$ cat src/hw/rtl/fbat_pkg.sv
`default_nettype none
package fbat_pkg;

   localparam int TableDepth = 32;
   localparam int IdxW = $clog2(TableDepth);
   localparam int CntW = $clog2(TableDepth + 1);

   typedef enum logic [1:0] {
      OP_BEGIN_POLL = 2'd0,
      OP_CONNECTION = 2'd1,
      OP_PACKET     = 2'd2,
      OP_END_POLL   = 2'd3
   } op_type;

   localparam logic [19:0] MinElapsedReset = 20'd1000;
   localparam logic [19:0] UsPerS = 20'd1000000;

   // one table row as held in the entry memory
   typedef struct packed {
      logic [31:0] la;
      logic [15:0] lp;
      logic [31:0] ra;
      logic [15:0] rp;
      logic [7:0]  pr;
      logic [63:0] rx_sum;
      logic [63:0] tx_sum;
      logic [63:0] rx_prev;
      logic [63:0] tx_prev;
      logic [63:0] stamp;
   } entry_type;

   // request to the rate divider, and its answer
   typedef struct packed {
      logic        start;
      logic [63:0] delta;
      logic [63:0] dt;
   } div_req_type;

   typedef struct packed {
      logic        done;
      logic [63:0] quot;
   } div_rsp_type;

endpackage
`default_nettype wire

$ cat src/hw/rtl/fbat_rate_div.sv
`default_nettype none
// floor(delta * 1e6 / dt), saturating; multiply steps D_MULL and D_MULH, then one quotient bit per cycle
module fbat_rate_div
   import fbat_pkg::*;
(
   input  wire logic        clock,
   input  wire logic        reset,
   input  div_req_type      req,
   output div_rsp_type      rsp
);
   typedef enum logic [3:0] {
      D_IDLE = 4'b0001,
      D_MULL = 4'b0010,
      D_MULH = 4'b0100,
      D_DIV  = 4'b1000
   } dstate_type;

   dstate_type  st_ff, st_in;
   logic [63:0] delta_ff, delta_in, dt_ff, dt_in;
   logic [63:0] lo_ff, lo_in, rem_ff, rem_in, q_ff, q_in;
   logic [51:0] lop_ff, lop_in;
   logic [6:0]  bit_ff, bit_in;
   logic        done_ff, done_in, sat_ff, sat_in;
   logic [51:0] hip;
   logic [64:0] shl;
   logic [63:0] lo_sum;

   always_comb begin
      st_in = st_ff; delta_in = delta_ff; dt_in = dt_ff; lo_in = lo_ff;
      rem_in = rem_ff; q_in = q_ff; lop_in = lop_ff; bit_in = bit_ff;
      done_in = 1'b0; sat_in = sat_ff;
      hip = 52'(delta_ff[63:32]) * 52'(UsPerS);
      lo_sum = 64'(lop_ff) + {hip[31:0], 32'd0};
      shl = {rem_ff, lo_ff[63]};
      case (st_ff)
         D_IDLE: begin
            if (req.start) begin
               delta_in = req.delta; dt_in = req.dt; st_in = D_MULL;
            end
         end
         D_MULL: begin
            lop_in = 52'(delta_ff[31:0]) * 52'(UsPerS);
            st_in = D_MULH;
         end
         D_MULH: begin
            lo_in = lo_sum;
            rem_in = 64'(hip[51:32]) + ((lo_sum < 64'(lop_ff)) ? 64'd1 : 64'd0);
            q_in = '0; bit_in = 7'd64;
            sat_in = (64'(hip[51:32]) + ((lo_sum < 64'(lop_ff)) ? 64'd1 : 64'd0)) >= dt_ff;
            st_in = D_DIV;
         end
         D_DIV: begin
            if (sat_ff) begin
               q_in = '1; done_in = 1'b1; st_in = D_IDLE;
            end else begin
               lo_in = {lo_ff[62:0], 1'b0};
               if (shl >= {1'b0, dt_ff}) begin
                  rem_in = 64'(shl - {1'b0, dt_ff});
                  q_in = {q_ff[62:0], 1'b1};
               end else begin
                  rem_in = shl[63:0];
                  q_in = {q_ff[62:0], 1'b0};
               end
               bit_in = bit_ff - 7'd1;
               if (bit_ff == 7'd1) begin
                  done_in = 1'b1; st_in = D_IDLE;
               end
            end
         end
         default: st_in = D_IDLE;
      endcase
   end

   always_ff @(posedge clock) begin
      if (reset) begin
         st_ff <= D_IDLE; done_ff <= 1'b0;
      end else begin
         st_ff <= st_in; done_ff <= done_in;
      end
      delta_ff <= delta_in; dt_ff <= dt_in; lo_ff <= lo_in; rem_ff <= rem_in;
      q_ff <= q_in; lop_ff <= lop_in; bit_ff <= bit_in; sat_ff <= sat_in;
   end

   assign rsp.done = done_ff;
   assign rsp.quot = q_ff;
endmodule
`default_nettype wire

$ cat config.mk
export PLATFORM = sky130hd
export DESIGN_NAME = fbat_rate_div
export DESIGN_NICKNAME = d
export VERILOG_FILES = /design/src/hw/rtl/fbat_pkg.sv /design/src/hw/rtl/fbat_rate_div.sv
export SDC_FILE = /design/constraint.sdc
export NUM_CORES = 2
export LEC_CHECK = 0
export BUFFER_PORTS_ARGS = -buffer_cell sky130_fd_sc_hd__buf_2
export CORE_MARGIN = 4
export CORE_UTILIZATION = 57
export DETAILED_ROUTE_END_ITERATION = 12
export PLACE_DENSITY_LB_ADDON = 0.1
export SYNTH_ARGS = -nofsm -noshare
export SYNTH_HDL_FRONTEND = slang
export SYNTH_SLANG_ARGS = --single-unit
$ cat constraint.sdc
create_clock -name clock -period 12 [get_ports clock]
set_input_delay 2.4 -clock clock [delete_from_list [all_inputs] [get_ports clock]]
set_output_delay 2.4 -clock clock [all_outputs]
set_load 0.005 [all_outputs]
# [Word-level counts from Yosys, hierarchy flattened]
# Index checks and enable logic that the tools add are counted.
# Widths: inputs -> output; s select.
[classes] add_sub_neg=4 n_mul=2 order_cmp=3 eq_ne=8 mux=17 bitwise=1 n_reduce_logical=5
[ops] operator="$pmux 64 s2" count=3
[ops] operator="$mux 64" count=4
[ops] operator="$mul 32x14->46 const B" count=2
[ops] operator="$ge 65x64->1" count=1
[ops] operator="$add 52x64->64" count=1
[ops] operator="$ge 21x64->1" count=1
[ops] operator="$lt 64x52->1" count=1
[ops] operator="$sub 64x64->64" count=1
[ops] operator="$add 20x1->21" count=1
[ops] operator="$pmux 4 s4" count=1
[ops] operator="$pmux 7 s2" count=1
[ops] operator="$mux 4" count=3
[ops] operator="$eq 7x1->1 const B" count=1
[ops] operator="$mux 7" count=1
[ops] operator="$sub 7x1->7 const B" count=1
[ops] operator="$reduce_and 2->1" count=3
[ops] operator="$eq 4x1->1 const B" count=1
[ops] operator="$eq 4x2->1 const B" count=1
[ops] operator="$eq 4x3->1 const B" count=1
[ops] operator="$eq 4x4->1 const B" count=1
[ops] operator="$mux 1" count=4
[ops] operator="$ne 2x2->1 const B" count=2
[ops] operator="$ne 3x3->1 const B" count=1
[ops] operator="$reduce_bool 2->1" count=1
[ops] operator="2 further kinds" count=2
[word_totals] register_bits=379 in_bits=131 word_cells=50

# [Longest topological paths before layout]
[logic_depth] word_depth=6 depth_mapped=39

# [Worst setup path after synthesis]
# Ideal clock, no wire load.
[synth_timing] path_kind="reg2reg" from="register st_ff[0]" to="register bit_ff[0] (enable)" setup_time_ns=0.796 arrival_ns=10.554 required_ns=11.204 slack_ns=0.651 stages_incl_launch_ff=6 synth_period_minus_slack_ns=11.349 cell_sequence="dfxtp_1 or4b_2 clkbuf_1 clkbuf_1 clkbuf_1 o21ai_0"
[synth_via] elab_chain_len=3
[synth_lines] element="start, declared" line_no="fbat_rate_div.sv:18" text="dstate_type st_ff, st_in;"
[synth_lines] element="start signal, assigned" line_no="fbat_rate_div.sv:78" text="st_ff <= st_in; done_ff <= done_in;"
[synth_lines] element="$eq 4x4->1 / $eq 4x3->1 (equally long branches)" line_no="fbat_rate_div.sv:35" text="case (st_ff)"
[synth_lines] element="$ne 2x2->1 (no source line) / $reduce_bool 2->1 (equally long branches)"
[synth_lines] element="$reduce_and 2->1 (no source line) (*)"
[synth_lines] element="end signal, assigned" line_no="fbat_rate_div.sv:81" text="q_ff <= q_in; lop_ff <= lop_in; bit_ff <= bit_in; sat_ff <= sat_in;"
[synth_lines] element="end, declared" line_no="fbat_rate_div.sv:22" text="logic [6:0] bit_ff, bit_in;"
# Every way passes the cells marked *; elsewhere a longest branch is shown, timed or not.
# A chain may end at the register's enable or synchronous reset.

# [Final worst setup path]
[layout_timing] from="register delta_ff[33]" to="register sat_ff (data pin)"
[layout_via] elab_chain_len=6
[layout_lines] element="start, declared" line_no="fbat_rate_div.sv:19" text="logic [63:0] delta_ff, delta_in, dt_ff, dt_in;"
[layout_lines] element="start signal, assigned" line_no="fbat_rate_div.sv:80" text="delta_ff <= delta_in; dt_ff <= dt_in; lo_ff <= lo_in; rem_ff <= rem_in;"
[layout_lines] element="$mul 32x14->46 (*)" line_no="fbat_rate_div.sv:32" text="hip = 52'(delta_ff[63:32]) * 52'(UsPerS);"
[layout_lines] element="$add 52x64->64" line_no="fbat_rate_div.sv:33" text="lo_sum = 64'(lop_ff) + {hip[31:0], 32'd0};"
[layout_lines] element="$lt 64x52->1" line_no="fbat_rate_div.sv:49" text="sat_in = (64'(hip[51:32]) + ((lo_sum < 64'(lop_ff)) ? 64'd1 : 64'd0)) >= dt_ff;"
[layout_lines] element="$mux 1" line_no="fbat_rate_div.sv:49"
[layout_lines] element="$add 20x1->21 (*)" line_no="fbat_rate_div.sv:49"
[layout_lines] element="$ge 21x64->1 (*)" line_no="fbat_rate_div.sv:49"
[layout_lines] element="end signal, assigned" line_no="fbat_rate_div.sv:81"
[layout_lines] element="end, declared" line_no="fbat_rate_div.sv:23" text="logic done_ff, done_in, sat_ff, sat_in;"
# Marks and branches as above.

==> impl_metrics.tcl <==
set metrics [dict create \
    end_kind "flip-flop" \
    grt_max_degree 105 \
    wl_met2_mm 36.9 \
    cp_slowest_cell "fa_1" \
    synth_seq_cells 373 \
    avgSynthCellArea_um2 10.3 \
    yosys_warnings 0 \
    die_w_um 252 \
    slew_viol_final 0 \
    drtIter0Drc 1550 \
    grt_overflow_total 0 \
    drc 0 \
    numCtsBuffers 43 \
    syn_area_mm2 0.0339 \
    port_buffers 195 \
    nets 4284 \
    rows 89 \
    dr.max_layer_used "met5" \
    hp-class "reg -> reg" \
    crit_type "reg -> reg" \
    post_cts_buffers 0 \
    antenna_found_initial 10 \
    finalCritPeriodShare 0.831 \
    wl_per_cell_um 18.2 \
    die_height_um 252 \
    dr.pass1.iters 7 \
    ys_types 88 \
    critical_path_arrival_ps 10300 \
    status "finished, final reports clean" \
    clockRootBuffer "clkbuf_16" \
    cts.sinks 373 \
    htree_levels 2 \
    async_reset_ff_frac 0 \
    cp.required_ps 12320 \
    tns_ps 0 \
    path_clk_slew_ps 60 \
    num_io_pins 196 \
    synth_edf_count 368 \
    yosys-top-cells-area "edfxtp_1, fa_1, ha_1" \
    final_common_cell "ha_1" \
    crit_path_start_kind "flip-flop" \
    initial_core_util 0.576 \
    cts_hold_buf 0 \
    grt_pass1_wl_mm 128 \
    worstPathMaxFanout 8 \
    post_cts_resized 0 \
    final_layout_size_suffix_gt1_frac 0.0914 \
    synth_top_area_share 0.326 \
    wl_mm 77.8 \
    slew_headroom 0.249 \
    met1Wirelength_mm 35.5 \
    ant_nets 0 \
    seqCellArea_mm2 0.0112 \
    synth_fp_nets 4135 \
    synth_top_area_cell "edfxtp_1" \
    via_per_inst 5.71 \
    cts_tree "yes" \
    wl_met3_mm 4.05 \
    tightest_slew_ps 1130 \
    multi_input_area_mm2 0.0209 \
    synth_top_flop_cell "edfxtp_1" \
    core_mm2 0.0589 \
    grt_usage 0.245 \
    place.gp.congestion 0.896 \
    cts_buffer_depth 3 \
    grt_pass1_vias 24700 \
    dp_hpwl_mm 60.8 \
    netlist_instances 3308 \
    setup_viol 0 \
    hold_violations 0 \
    finalCriticalPeriod_ps 9970 \
    final_cell_mix "ha_1, inv_1, edfxtp_1" \
    nFillCells 4892 \
    area_growth_pct 9.01 \
    ys_seq_area_frac 0.329 \
    via_count 24400 \
    crit_top_cell "fa_1" \
    fmax_mhz 100 \
    fin_skew_ps 38.9 \
    max-cap-violations 0 \
    rsz0062_at_grt "no" \
    die-area_mm2 0.0635 \
    cpPeakStageDelay_ps 570 \
    clk_latency_ps 610 \
]
worst paths after layout:
| path | cells past startpoint | slack [ps] | end | from |
|---|---|---|---|---|
| setup / recovery | 32 | 2030 | sat_ff | delta_ff[33] |
| hold / removal | 2 | 500 | lo_ff[45] | lo_ff[44] |
| setup reg to reg | 32 | 2030 | sat_ff | delta_ff[33] |
| hold reg to reg | 2 | 500 | lo_ff[45] | lo_ff[44] |
layout make-up:
cell class | count | share of cell area
Antenna cell | 5 | 0.000338
Clock buffer | 54 | 0.0319
Clock inverter | 24 | 0.00619
Inverter | 406 | 0.0412
Multi-Input combinational cell | 2428 | 0.564
Sequential cell | 373 | 0.302
Tap cell | 773 | 0.0262
Timing Repair Buffer | 205 | 0.0284
through the flow:
stage / area [um2] / hold WS (ps) / setup WS, ps / utilization / instances
after floorplan: 33900 / 484 / 651 / - / 3308
final: 37000 / 505 / 2030 / 0.628 / 4268
after global routing: 37000 / 518 / 1130 / 0.627 / 4265
after CTS: 37000 / 504 / 2160 / 0.627 / 4263
after detailed placement: 35500 / 493 / 2170 / 0.603 / 4185
after global placement: 35500 / 488 / 2510 / 0.603 / 4185
sequential cells by signal (all words and copies together), names as in the netlist:
register,count
bit_ff,7
st_ff,4
rem_ff,64
lop_ff,46
q_ff,64
sat_ff,1
delta_ff,64
done_ff,1
dt_ff,64
lo_ff,58
logic make-up after synthesis:
logic type	Yosys count	share of synthesized area
adders and majority gates	696	0.317
AOI/OAI and AO/OA	645	0.125
muxes	17	0.00517
DFF	373	0.329
xor gates and xnor gates	166	0.0431
and+or+nand+nor	904	0.124
buffers and inverters	507	0.0572
layer usage:
metal  up-vias  global-route usage
li1      11800                   -
met1     11900               0.350
met2       512               0.404
met3        92              0.0390
met4         8              0.0508
met5         -                   0
cells in the mapped netlist, drive strengths merged, types with 7 or more instances:
library cell,n
nand2b,18
o31ai,13
nand2,324
xor2,52
a31oi,28
mux2i,13
a21boi,8
nor2b,19
edfxtp,368
nor3,48
o211ai,13
a221o,7
ha,424
o21a,24
nor4,28
o21bai,34
fa,272
a21oi,201
buf,18
a211oi,37
or2,10
clkbuf,83
and3,21
xnor2,114
a21o,115
inv,406
nand3,59
nand4,40
o21ai,106
and2,14
nor4b,7
nor2,270
or3,15
critical path, delay by kind of cell (launching register included):
family	cells	cell delay, ps
adders and majority gates	9	3770
and+or+nand+nor	12	2870
AOI/OAI and AO/OA	7	1690
xor gates and xnor gates	2	640
buffers and inverters	2	190
DFF	1	550
Power is not shown: default switching activity piles up to over one toggle a cycle in this logic, so the estimate is an artifact.
